## config.mk

```make
export PLATFORM = sky130hd
export DESIGN_NAME = glsgd_queue
export DESIGN_NICKNAME = d
export VERILOG_FILES = /design/src/hdl/glsgd_pkg.sv /design/src/hdl/glsgd_queue.sv
export SDC_FILE = /design/constraint.sdc
export NUM_CORES = 1
export LEC_CHECK = 0
export ABC_AREA = 1
export BUFFER_PORTS_ARGS = -buffer_cell sky130_fd_sc_hd__buf_4
export CAP_MARGIN = 0
export CELL_PAD_IN_SITES_DETAIL_PLACEMENT = 1
export CELL_PAD_IN_SITES_GLOBAL_PLACEMENT = 2
export CORE_ASPECT_RATIO = 0.9
export CORE_UTILIZATION = 38
export DETAILED_ROUTE_END_ITERATION = 16
export GPL_TIMING_DRIVEN = 0
export PLACE_DENSITY = 0.87
export SYNTH_ARGS = -nofsm -noshare
export SYNTH_HDL_FRONTEND = slang
export SYNTH_SLANG_ARGS = --single-unit
```

## constraint.sdc

```tcl
create_clock -name clock -period 10.75 [get_ports clock]
set_clock_uncertainty 0.15 [all_clocks]
set_input_delay 2.15 -clock clock [delete_from_list [all_inputs] [get_ports clock]]
set_output_delay 2.15 -clock clock [all_outputs]
set_load 0.05 [all_outputs]
```

## src/hdl/glsgd_pkg.sv

```systemverilog
// ----------------------------------------------------------------------------
// glsgd_pkg
// Shared types and constants for the 1D graph layout update block.
// ----------------------------------------------------------------------------
`default_nettype none

package glsgd_pkg;

   localparam int unsigned NODE_W   = 16;
   localparam int unsigned COORD_W  = 40;
   localparam int unsigned LEN_W    = 32;
   localparam int unsigned TARGET_W = 41;
   localparam int unsigned POS_W    = 64;
   localparam int unsigned STEP_W   = 63;
   localparam int unsigned ETA_W    = 48;

   typedef enum logic [1:0] {
      KIND_WRITE = 2'd0,
      KIND_TERM  = 2'd1,
      KIND_READ  = 2'd2,
      KIND_CLEAR = 2'd3
   } kind_type;

   // one classified request waiting for the back end
   typedef struct packed {
      kind_type              kind;
      logic [NODE_W-1:0]     node_a;
      logic                  end_a;
      logic [NODE_W-1:0]     node_b;
      logic                  end_b;
      logic                  ok_a;     // node_a addresses a stored node
      logic                  skip;     // term that moves nothing
      logic [TARGET_W-1:0]   target;
      logic [POS_W-1:0]      write_value;
   } entry_type;

endpackage

`default_nettype wire

```

## src/hdl/glsgd_queue.sv

```systemverilog
// ----------------------------------------------------------------------------
// glsgd_queue
// Two-entry queue between the front and the back end.
// ----------------------------------------------------------------------------
`default_nettype none

module glsgd_queue import glsgd_pkg::*; (
   input  wire logic       clock,
   input  wire logic       reset,
   input  wire logic       push_valid,
   output logic            push_ready,
   input  wire entry_type  push_entry,
   output logic            pop_valid,
   input  wire logic       pop_ready,
   output entry_type       pop_entry
);

   entry_type  slots_ff [2];
   logic       head_ff, head_in;
   logic       tail_ff, tail_in;
   logic [1:0] count_ff, count_in;
   logic       push, pop;

   always_comb begin
      push_ready = (count_ff != 2'd2);
      pop_valid  = (count_ff != 2'd0);
      pop_entry  = slots_ff[head_ff];
      push       = push_valid && push_ready;
      pop        = pop_valid && pop_ready;
      head_in    = pop  ? ~head_ff : head_ff;
      tail_in    = push ? ~tail_ff : tail_ff;
      count_in   = count_ff + 2'(push) - 2'(pop);
   end

   always_ff @(posedge clock) begin
      if (push) begin
         slots_ff[tail_ff] <= push_entry;
      end
   end

   always_ff @(posedge clock) begin
      if (reset) begin
         head_ff  <= 1'b0;
         tail_ff  <= 1'b0;
         count_ff <= 2'd0;
      end else begin
         head_ff  <= head_in;
         tail_ff  <= tail_in;
         count_ff <= count_in;
      end
   end

endmodule

`default_nettype wire

```

-- Word-level counts from Yosys, hierarchy flattened
Memory sizes are Yosys's and may differ from the RTL's. A register that Yosys moved wholly into a read port is not among the register bits.
Index checks and enable logic that the tools add are counted.
- register bits: 4
- bits in latches: 0
- RAM bits: 286
- memory bits (read-only): 0
- output and inout port bits: 145
- memories kept: 1
- add/sub/neg operators: 2
- multipliers: 0
- divide/modulo/power cells: 0
- $lt $le $gt $ge: 0
- eq/ne operators: 1
- shift-type cells: 0
- muxes and demuxes: 4
- bitwise operators: 2
- reduce and logical (&&, ||, !) cells: 3
- memories (memory ; words ; bits a word ; read ports ; clocked after memory_dff ; wr ports ; line ; source):
    slots_ff ; 2 ; 143 ; 1 ; 1 ; 1 ; glsgd_queue.sv:18 ; entry_type slots_ff [2];
- operator list (cell ; number):
    1-bit 2-to-1 mux ; 4
    2-bit by 1-bit adder with 2-bit output ; 1
    1-bit logical AND ; 2
    2-bit != test, second input constant ; 1
    1-bit inverter ; 2
    2-bit nonzero test ; 1
    2-bit by 1-bit subtractor with 2-bit output ; 1

-- Logic depth before layout (Yosys ltp)
- word-level depth: 4
- depth in mapped cells: 11

-- Worst setup path before layout
Ideal clock, no wire load.
- path kind: input to register
- start point: input push_valid
- end point: memory slots_ff[0][0] (netlist name) (enable)
- arrival: 8.179 ns
- required time: 9.952 ns
- slack: 1.773 ns
- stages on the path: 2
- cells stage by stage: nand2_1 -> nor2_1
- cells in the longest elaborated chain, start to end: 3
- ends and longest elaborated chain (element ; line ; source):
    start: declaration ; glsgd_queue.sv:10 ; input wire logic push_valid,
    1-bit logical AND ; glsgd_queue.sv:28 ; push = push_valid && push_ready;
    1-bit 2-to-1 mux ; glsgd_queue.sv:36 ; if (push) begin
    1-bit 2-to-1 mux (implied by the code) ; glsgd_queue.sv:37 ; slots_ff[tail_ff] <= push_entry;
    end: declaration ; glsgd_queue.sv:18 ;
No other way between the ends.

==> impl_metrics.toml <==
[run_status]
status = "completed"

[layout]
drive_gt1_frac = 0.600
num-fill-cells = 2607
area.growth.synth_to_final_pct = 35.7
finalNetCount = 964

[route]
via_count = 5591
drcViolationCount = 0
wl_per_cell_um = 19.3
ant_nets = 0
wirelength_um = 23100
dr.pass1.iters = 4
via_per_inst = 4.65
drt_iter0_markers = 199

[die]
ios = 292
core_um2 = 28000
start_util = 0.387
rows = 58
die_x_um = 180
die_h_um = 162
dieArea_um2 = 29200

[power]
power_mw = 3.99
power-per-cell-area_nw_per_um2 = 271
leakage_nw = 5.66
ir_drop_uv = 132

[sta]
finalCriticalPeriod_ns = 4.20
hold_ws_ns = 0.361
rsz0062_at_grt = "false"
tightestPinTransition_ns = 0.570
finalSetupViolCount = 0
slew_viol_final = 0
fin_crit_sh = 0.391
relSlewSlack = 0.620
finalHoldViolCount = 0
fmax_mhz = 238

[logic_synthesis]
ys_types = 12
synth_cells = 482
ys_ff_latch = 291
synth_nets = 631
synthesis.area_um2 = 10800
yosysSeqAreaShare = 0.801
synth_warnings = 0
syn_area_per_cell_um2 = 22.5

[critical_path]
worst_ep_arrival_time_ns = 1.90
cp-end-kind = "output port"
path_class = "register to output port"
worstSetupStartpointType = "register"
worstPathMaxFanout = 10
crit_required_ns = 8.45

[clock_network]
cts_resized = 0
postCtsSetupRepairBufs = 0
clockBufferDepth = 3
cts_root_buf = "clkbuf_16"
clk-insertion-delay-late_ns = 0.50
cts_hold_buffers = 0
cts_num_sinks = 291
cts_buffers = 34
htree_levels = 2
clkTransAtPathRegs_ns = 0.06
cts_tree = "yes"

[placement]
gp_congestion = 0.670
dp_hpwl_um = 15900
portBuffers = 291

[grt]
grt_util_all_layers = 0.155
grt_max_degree = 91
grt_pass1_wl_um = 34500
antenna_found_initial = 0
grt_pass1_vias = 6176
grt.overflow.total = 0

[flow_run]
maxCapViolCount = 0

[min_path]
hp-class = "register to register"
==> final cells by class <==
class                           instances  area [um2]  share of cell area
Antenna cell                            1        2.50            0.000170
Buffer                                 16         136             0.00927
Clock buffer                           41         941              0.0640
Clock inverter                         21         149              0.0101
Inverter                                8        35.0             0.00238
Multi-Input combinational cell        167        1990               0.136
Sequential cell                       291        8690               0.591
Tap cell                              360         450              0.0306
Timing Repair Buffer                  297        2310               0.157
==> per-stage QoR <==
step / instance area, um2 / utilization / cells / setup TNS, ns / setup slack, ns
after global placement: 13500 / 0.481 / 1133 / -296.15 / -2.09
final: 14700 / 0.525 / 1202 / 0 / 6.55
after global routing: 14700 / 0.525 / 1201 / 0 / 6.43
after CTS: 14700 / 0.525 / 1201 / 0 / 6.47
after floorplan: 10800 / - / 482 / 0 / 1.77
after detailed placement: 13600 / 0.486 / 1139 / 0 / 6.73
==> synthesized netlist by cell type <==
library cell / n / area share
buf_6: 9 / 0.0093
nand3_1: 3 / 0.0014
ha_1: 2 / 0.0023
mux2_2: 73 / 0.076
nand2_1: 8 / 0.0028
inv_1: 8 / 0.0028
edfxtp_1: 286 / 0.79
a21oi_1: 2 / 0.00092
dfxtp_1: 5 / 0.0092
nor2_1: 9 / 0.0031
buf_2: 7 / 0.0032
mux2_4: 70 / 0.097
==> state kept, by name (all words and copies together), names as in the netlist, named ones only <==
signal	cells
slots_ff	286
tail_ff	1
count_ff	2
head_ff	1
==> critical path: stages, from the launching register on <==
cell and delay [ns]:
dfxtp_1 0.32, buf_6 0.16, buf_6 0.19, buf_6 0.20, mux2_4 0.32, buf_4 0.19
==> per-layer routing <==
layer  up-vias  part of all wire  track usage
li1       2575                 -            -
met1      2762              0.38        0.178
met2       206              0.52        0.275
met3        48             0.077       0.0491
met4         0             0.023       0.0532
met5         -                 0            0
==> cells by family after synthesis <==
group	after synthesis	synth area share
and+or+nand+nor	20	0.00727
AOI/OAI and AO/OA	2	0.000923
DFF	291	0.801
adders and majority gates	2	0.00231
buffers and inverters	24	0.0153
muxes	143	0.173
==> layout by cell type, fill, tap and decap left out, types with 3 or more instances in the layout <==
master,count
mux2_4,70
buf_4,291
nand3_1,3
buf_6,9
mux2_2,73
clkbuf_16,37
clkinv_1,11
nor2_1,8
inv_1,7
clkbuf_1,4
buf_12,5
buf_2,7
edfxtp_1,286
dfxtp_1,5
nand2_1,8
clkinv_2,6
==> path summary, 6_finish.rpt <==
kind	endpoint	cells after the start	slack [ns]	start
max	pop_entry[74]	5	6.55	register
min	head_ff	2	0.36	head_ff
max reg2reg	slots_ff[0][73]	7	8.41	count_ff[0]
min reg2reg	head_ff	2	0.36	head_ff
==> power breakdown <==
part	switching, mW	internal (mW)
sequential	0.0391	1.43
combinational	0.922	0.497
clock	0.428	0.670
total	1.39	2.60
No activity file was read; power rests on OpenSTA's default activity.
