$ cat src/hdl/glsgd_pkg.sv
// ----------------------------------------------------------------------------
// glsgd_pkg
// Shared types and constants for the 1D graph layout update block.
// ----------------------------------------------------------------------------
`default_nettype none

package glsgd_pkg;

   localparam int unsigned NODE_W   = 16;
   localparam int unsigned COORD_W  = 40;
   localparam int unsigned LEN_W    = 32;
   localparam int unsigned TARGET_W = 41;
   localparam int unsigned POS_W    = 64;
   localparam int unsigned STEP_W   = 63;
   localparam int unsigned ETA_W    = 48;

   typedef enum logic [1:0] {
      KIND_WRITE = 2'd0,
      KIND_TERM  = 2'd1,
      KIND_READ  = 2'd2,
      KIND_CLEAR = 2'd3
   } kind_type;

   // one classified request waiting for the back end
   typedef struct packed {
      kind_type              kind;
      logic [NODE_W-1:0]     node_a;
      logic                  end_a;
      logic [NODE_W-1:0]     node_b;
      logic                  end_b;
      logic                  ok_a;     // node_a addresses a stored node
      logic                  skip;     // term that moves nothing
      logic [TARGET_W-1:0]   target;
      logic [POS_W-1:0]      write_value;
   } entry_type;

endpackage

`default_nettype wire

$ cat src/hdl/glsgd_front.sv
// ----------------------------------------------------------------------------
// glsgd_front
// Classify a request: target distance, range checks and skip decision.
// ----------------------------------------------------------------------------
`default_nettype none

module glsgd_front import glsgd_pkg::*; #(
   parameter int NODE_COUNT = 65536
) (
   input  wire kind_type            kind,
   input  wire logic [NODE_W-1:0]   node_a,
   input  wire logic                end_a,
   input  wire logic [COORD_W-1:0]  ref_pos_a,
   input  wire logic [LEN_W-1:0]    len_a,
   input  wire logic [NODE_W-1:0]   node_b,
   input  wire logic                end_b,
   input  wire logic [COORD_W-1:0]  ref_pos_b,
   input  wire logic [LEN_W-1:0]    len_b,
   input  wire logic [POS_W-1:0]    write_value,
   output entry_type                entry
);

   logic [TARGET_W-1:0] pa, pb, target;
   logic                ok_a, ok_b;

   always_comb begin
      pa     = TARGET_W'(ref_pos_a) + (end_a ? TARGET_W'(len_a) : '0);
      pb     = TARGET_W'(ref_pos_b) + (end_b ? TARGET_W'(len_b) : '0);
      target = (pa >= pb) ? (pa - pb) : (pb - pa);
      ok_a   = {16'd0, node_a} < 32'(NODE_COUNT);
      ok_b   = {16'd0, node_b} < 32'(NODE_COUNT);

      entry.kind        = kind;
      entry.node_a      = node_a;
      entry.end_a       = end_a;
      entry.node_b      = node_b;
      entry.end_b       = end_b;
      entry.ok_a        = ok_a;
      entry.skip        = (node_a == node_b) || !ok_a || !ok_b || (target == '0);
      entry.target      = target;
      entry.write_value = write_value;
   end

endmodule

`default_nettype wire

$ cat config.mk
export PLATFORM = sky130hd
export DESIGN_NAME = glsgd_front
export DESIGN_NICKNAME = d
export VERILOG_FILES = /design/src/hdl/glsgd_pkg.sv /design/src/hdl/glsgd_front.sv
export SDC_FILE = /design/constraint.sdc
export NUM_CORES = 1
export LEC_CHECK = 0
export BUFFER_PORTS_ARGS = -buffer_cell sky130_fd_sc_hd__buf_2
export CAP_MARGIN = 0
export CORE_AREA = 2 2 149 151
export DETAILED_ROUTE_END_ITERATION = 7
export DIE_AREA = 0 0 151 153
export GPL_TIMING_DRIVEN = 0
export PLACE_DENSITY = 0.84
export SLEW_MARGIN = 0
export SYNTH_ARGS = -nofsm -noshare
export SYNTH_HDL_FRONTEND = slang
export SYNTH_SLANG_ARGS = --single-unit
export TNS_END_PERCENT = 1
$ cat constraint.sdc
create_clock -name vclk -period 17.3
set_clock_uncertainty 0.2 [all_clocks]
set_input_delay 3.46 -clock vclk [all_inputs]
set_output_delay 3.46 -clock vclk [all_outputs]
set_load 0.03 [all_outputs]
# After elaboration in Yosys (flattened, before gate mapping)
# Cells that the tools add are included.
[word_totals]
ff_bits = 0
word_cells = 11
[classes]
n_addsub = 4
magnitude_cmp = 1
n_eq_ne = 1
muxes = 3
reduce_logical = 2
[ops]
columns = ["operator", "n"]
rows = [
  ["$add 40x32->41", 2],
  ["$sub 41x41->41", 2],
  ["$mux 32", 2],
  ["$ge 41x41->1", 1],
  ["$logic_not 41->1", 1],
  ["$mux 41", 1],
  ["$eq 16x16->1", 1],
  ["$logic_or 1x1->1", 1],
]

# Depth between registers and ports, before layout
# Gate-level depths: netlist (run 1).
[logic_depth]
depth_word = 6
ltp_mapped = 32

# Worst setup path before layout (run 1)
# No wires, ideal clock.
[synth_path]
kind = "input port to output port"
start = "input len_b[0]"
end = "output entry[105] in the netlist's numbering"
t_arrival_ps = 10399
required_time_ps = 13640
setup_slack_ps = 3241
cell_stages = 31
n_path_buf = 3
path_cell_list = "and2_1 ha_1 fa_1 a21o_1 a21oi_1 nor2b_1 o21a_1 a2bb2oi_1 a41o_1 a311oi_1 o21ai_0 o21ai_0 nand2b_1 a21oi_1 xor2_1 ha_1 buf_2 a21oi_1 o21ai_0 or2_2 or4_4 and3_1 buf_6 nor2_8 buf_12 mux2i_1 xnor2_1 or4b_1 nor4b_1 o2111ai_1 o41ai_2"
[synth_rtl]
columns = ["item", "line", "text"]
rows = [
  ["start: declaration", "glsgd_front.sv:18", "input wire logic [LEN_W-1:0] len_b,"],
  ["end: declaration", "glsgd_front.sv:20", "output entry_type entry"],
]

==> impl_metrics.yaml, run 1 <==
synth:
  netlist_top_cells_area: "ha_1, buf_4, a21oi_1"
  synth_cell_types: 82
  yosysSeqAreaShare_pct: 0
  netlist_instances: 1414
  avgSynthCellArea_sq_um: 6.88
  synth_top_area_cell: "ha_1"
  syn-num-nets: 1807
  syn_area_sq_um: 9730
  synth_warnings: 0
  synth_top_area_share_pct: 18.6
job:
  maxCapViolations: 0
routing:
  routedWlPerCell_um: 17.2
  drt_wl_total_um: 34600
  viasPerCell: 5.60
  initialDrtViolationCount: 796
  via_count: 11300
  postRouteAntennaNets: 0
  drcViolationCount: 0
  dr.pass1.iters: 7
min_path:
  min_from: "write_value[35]"
  min_path_type: "in2out"
timing:
  rsz0062_at_grt: "false"
  worst_pin_slew_ns: 1.14
  fin_crit_ns: 16.21
  hold_viol_final: 0
  finalCritPeriodShare_pct: 93.7
  finalSetupViolCount: 0
  max_freq_mhz: 61.7
  slew_violations: 0
  worst_hold_slack_ns: 6.97
  finalWorstSetupSlack_ns: 1.09
  relSlewSlack_pct: 22.1
  fin_setup_tns_ns: 0
finish:
  n_sequential_cell: 0
  area_delta_synth_final_pct: 20.1
  num-fill-cells: 2141
  nets: 2129
  clockBufferCount: 0
  multi_input_area_sq_um: 8370
  layout.area.seq_sq_um: 0
  drive_gt1_share_pct: 27.5
clocking:
  ctsResizeCount: 0
  post-cts-setup-buffers: 0
  holdBufCountCts: 0
pwr:
  power_mw: 1.09
  ir_drop_mv: 0.0756
  p_per_area_nw_per_um2: 93.6
  leakagePower_nw: 6.15
place:
  routabilityCongestion: 0.971
  dp_hpwl_um: 30200
  io_buffers: 320
  pre_cts_ws_ns: 1.22
global_route:
  overflow: 0
  met1_usage_pct: 41.7
  track_usage_pct: 28.5
  grt_pass1_wl_um: 54100
  grtUsageMet2_pct: 46.4
  grt_pass1_vias: 10600
  grt.met3_usage_pct: 2.66
  antenna_found_initial: 0
  grt_start_max_net_pins: 11
  busiest_layer: "met2"
die:
  core_sq_um: 21500
  rows: 54
  start_util_pct: 45.3
  dieHeight_um: 153
  dieArea_sq_um: 23100
  die_x_um: 151
  ioPinCount: 387
setup_path:
  slowest_delay_ns: 0.66
  path_common_cell: "a21o_1"
  crit_required_ns: 13.64
  critPathSlowestCell: "nor4_1"
  crit_type: "in2out"
  path_buf_inv: 5
  cp-end-kind: "output port"
  worstPathMaxFanout: 10
  cp.arrival_ns: 12.55
  path_delay_family: "compound AO/OA/AOI/OAI gates"
  crit_cells: 31
  critPathCapture: "entry[105]"
  cp-start-kind: "input pin"
  startpoint: "end_a"
outcome:
  status: "complete, no violations"
-- metrics by stage --
step	area (sq um)	cells	utilization, %
2_1_floorplan	9730	1414	-
3_3_place_gp	11700	2014	54.4
3_5_place_dp	11700	2014	54.4
4_1_cts	11700	2014	54.4
5_1_grt	11700	2014	54.4
6_report	11700	2015	54.4
-- area by class of cell --
class | count | share of cell area, %
multi-input combinational | 1170 | 71.6
timing repair buffer | 320 | 13.7
buffer | 152 | 8.74
tap | 280 | 3.00
inverter | 92 | 2.96
antenna | 1 | 0.0214
-- cells in the mapped netlist (all sizes together), types with 5 or more instances --
cell    number
a21oi      151
ha         145
buf        124
inv         92
nand2       91
nor2        90
and2        76
xnor2       76
o21ai       72
xor2        69
a21o        58
nand4       30
clkbuf      28
nand3       25
o21bai      24
nand2b      19
nor3        18
nor4        17
and3        16
o21a        16
mux2i       14
or3         14
a211oi      12
a31oi       10
o211ai       9
or2          9
nor2b        8
o31ai        8
a21boi       6
a221oi       5
and4         5
mux2         5
o22ai        5
-- cell usage in the layout, fill, tap and decap left out, types with 6 or more instances in the layout --
| cell | count |
|---|---|
| a211oi_1 | 10 |
| and3_1 | 16 |
| inv_1 | 92 |
| a21oi_1 | 149 |
| nand2_1 | 90 |
| buf_4 | 101 |
| nor3_1 | 18 |
| nand3_1 | 24 |
| xor2_1 | 69 |
| a21boi_0 | 6 |
| nor4_1 | 17 |
| xnor2_1 | 76 |
| or2_2 | 8 |
| mux2i_1 | 14 |
| a21o_1 | 58 |
| o21ai_0 | 70 |
| ha_1 | 145 |
| o21a_1 | 16 |
| or3_1 | 14 |
| nor2_1 | 89 |
| o31ai_1 | 8 |
| nor2b_1 | 8 |
| nand2b_1 | 19 |
| and2_1 | 76 |
| buf_2 | 334 |
| o211ai_1 | 7 |
| a31oi_1 | 10 |
| nand4_1 | 30 |
| clkbuf_1 | 28 |
| o21bai_1 | 24 |
-- report_power, final --
| group | switching, mW | internal, mW | leakage (nW) | total [mW] |
|---|---|---|---|---|
| logic | 0.733 | 0.361 | 6.15 | 1.09 |
| registers | 0 | 0 | 0 | 0 |
| clock network | 0 | 0.00000000780 | 0.00000634 | 0.00000000780 |
-- cells by family after synthesis --
| kind of cell | Yosys count | synth area share [%] |
|---|---|---|
| AO/OA/AOI/OAI | 425 | 28.2 |
| XOR/XNOR | 145 | 13.0 |
| adder cells (fa/ha/maj) | 149 | 19.5 |
| buffers and inverters | 244 | 14.0 |
| multiplexers | 19 | 2.02 |
| other | 1 | 0.0385 |
| AND/OR/NAND/NOR | 431 | 23.2 |
-- per-layer routing --
layer,vias to the layer above,share of wire (%)
li1,5567,-
met1,5218,46
met2,466,45
met3,37,7.7
met4,0,1.3
met5,-,0
-- worst min path at each step --
stage | to | slack [ns] | depth (start not counted)
after floorplan | entry[0] | 6.85 | 1
after global placement | entry[23] | 6.97 | 2
after detailed placement | entry[8] | 6.97 | 2
after CTS | entry[8] | 6.97 | 2
after global routing | entry[35] | 6.97 | 2
final | entry[35] | 6.97 | 2
Note: power is estimated with default switching activity, not from simulation.
==> run 2, diff against run 1 <==
Settings changed: CAP_MARGIN 0 to 10, CELL_PAD_IN_SITES_DETAIL_PLACEMENT set to 2, CELL_PAD_IN_SITES_GLOBAL_PLACEMENT set to 2, CORE_AREA 2 2 149 151 to unset, CORE_MARGIN set to 2, CORE_UTILIZATION set to 29, DIE_AREA 0 0 151 153 to unset, PLACE_DENSITY 0.84 to 0.95.
==> impl_metrics.yaml, run 2 (synthesis gave the netlist of run 1 again) <==
outcome:
  status: "complete, no violations"
timing:
  finalSetupViolCount: 0
  relSlewSlack_pct: 35.6
  worst_pin_slew_ns: 0.963
  slew_violations: 0
  finalWorstSetupSlack_ns: 0.604
  finalCritPeriodShare_pct: 96.5
  rsz0062_at_grt: "false"
  fin_crit_ns: 16.70
  hold_viol_final: 0
  max_freq_mhz: 59.9
  fin_setup_tns_ns: 0
die:
  die_x_um: 187
  start_util_pct: 29.2
  dieHeight_um: 187
  ioPinCount: 387
  core_sq_um: 33300
  dieArea_sq_um: 35000
  rows: 67
routing:
  dr.pass1.iters: 4
  via_count: 11800
  routedWlPerCell_um: 21.3
  viasPerCell: 5.39
  drt_wl_total_um: 46400
  initialDrtViolationCount: 473
  postRouteAntennaNets: 0
  drcViolationCount: 0
place:
  placed_area_sq_um: 11900
  pre_cts_ws_ns: 0.547
  io_buffers: 320
  dp_hpwl_um: 41400
  routabilityCongestion: 0.901
finish:
  drive_gt1_share_pct: 27.6
  area_delta_synth_final_pct: 22.3
  diodes: 0
  multi_input_area_sq_um: 8380
  mostFrequentLayoutCells: "buf_2, a21oi_1, ha_1, buf_4, inv_1"
  final_area_sq_um: 11900
  num-fill-cells: 4108
  n_sequential_cell: 0
  nets: 2129
  clockBufferCount: 0
  layout.area.seq_sq_um: 0
  final_common_cell: "buf_2"
setup_path:
  path_common_cell: "buf_2"
  cp.arrival_ns: 13.04
  cp-end-kind: "output port"
  cp-start-kind: "input pin"
  startpoint: "end_b"
  path_buf_inv: 5
  critPathSlowestCell: "a2111oi_1"
  crit_type: "in2out"
  worstPathMaxFanout: 10
  slowest_delay_ns: 0.86
  crit_required_ns: 13.64
  path_delay_family: "compound AO/OA/AOI/OAI gates"
global_route:
  overflow: 0
  track_usage_pct: 25.2
  grt_pass1_vias: 12900
  antenna_found_initial: 0
  grt_start_max_net_pins: 11
  grt_pass1_wl_um: 71700
pwr:
  ir_drop_mv: 0.0538
  p_per_area_nw_per_um2: 97.8
  leakagePower_nw: 6.15
min_path:
  min_path_type: "in2out"
  min_from: "write_value[12]"
job:
  maxCapViolations: 0
## run 2: cell types whose count changed in the layout (fill, tap and decap cells not counted)
cell       change
a2111oi_0      -1
a2111oi_1      +1
a21oi_1        -1
a21oi_2        +1
diode_2        -1
nor4_1         -1
nor4_2         +1
## run 2: layout make-up
type,count,area share [%]
buffer,152,8.58
tap,448,4.71
multi-input combinational,1170,70.4
timing repair buffer,320,13.5
inverter,92,2.90
## run 2: per-layer routing
| metal | vias up | wire (um) | GRT usage (%) |
|---|---|---|---|
| li1 | 5546 | - | - |
| met1 | 5812 | 20100 | 31.6 |
| met2 | 336 | 23200 | 46.5 |
| met3 | 61 | 1980 | 1.99 |
| met4 | 0 | 1150 | 5.86 |
| met5 | - | 0 | 0 |
## run 2: timing repair
item,4_1_cts,5_1_grt
hold buffers,0,0
endpoints found under the setup margin,0,1
gates resized for setup,0,3
buffers inserted,0,0
## run 2: final timing paths
| check | end | depth (start not counted) | slack, ns |
|---|---|---|---|
| setup / recovery | entry[105] | 32 | 0.60 |
| hold / removal | entry[12] | 2 | 6.97 |
## run 2: stage by stage
stage / power [mW] / util (%) / hold slack [ns] / std cells
floorplan: 0.763 / - / 6.85 / 1414
global placement: 1.10 / 35.7 / 6.97 / 2182
detailed placement: 1.15 / 35.7 / 6.97 / 2182
CTS: 1.15 / 35.7 / 6.97 / 2182
global route: 1.24 / 35.8 / 6.97 / 2182
finish: 1.16 / 35.8 / 6.97 / 2182
## run 2: where the power goes
group / switching, mW / total, mW / internal [mW]
sequential: 0 / 0 / 0
combinational: 0.800 / 1.16 / 0.365
clock: 0 / 0 / 0
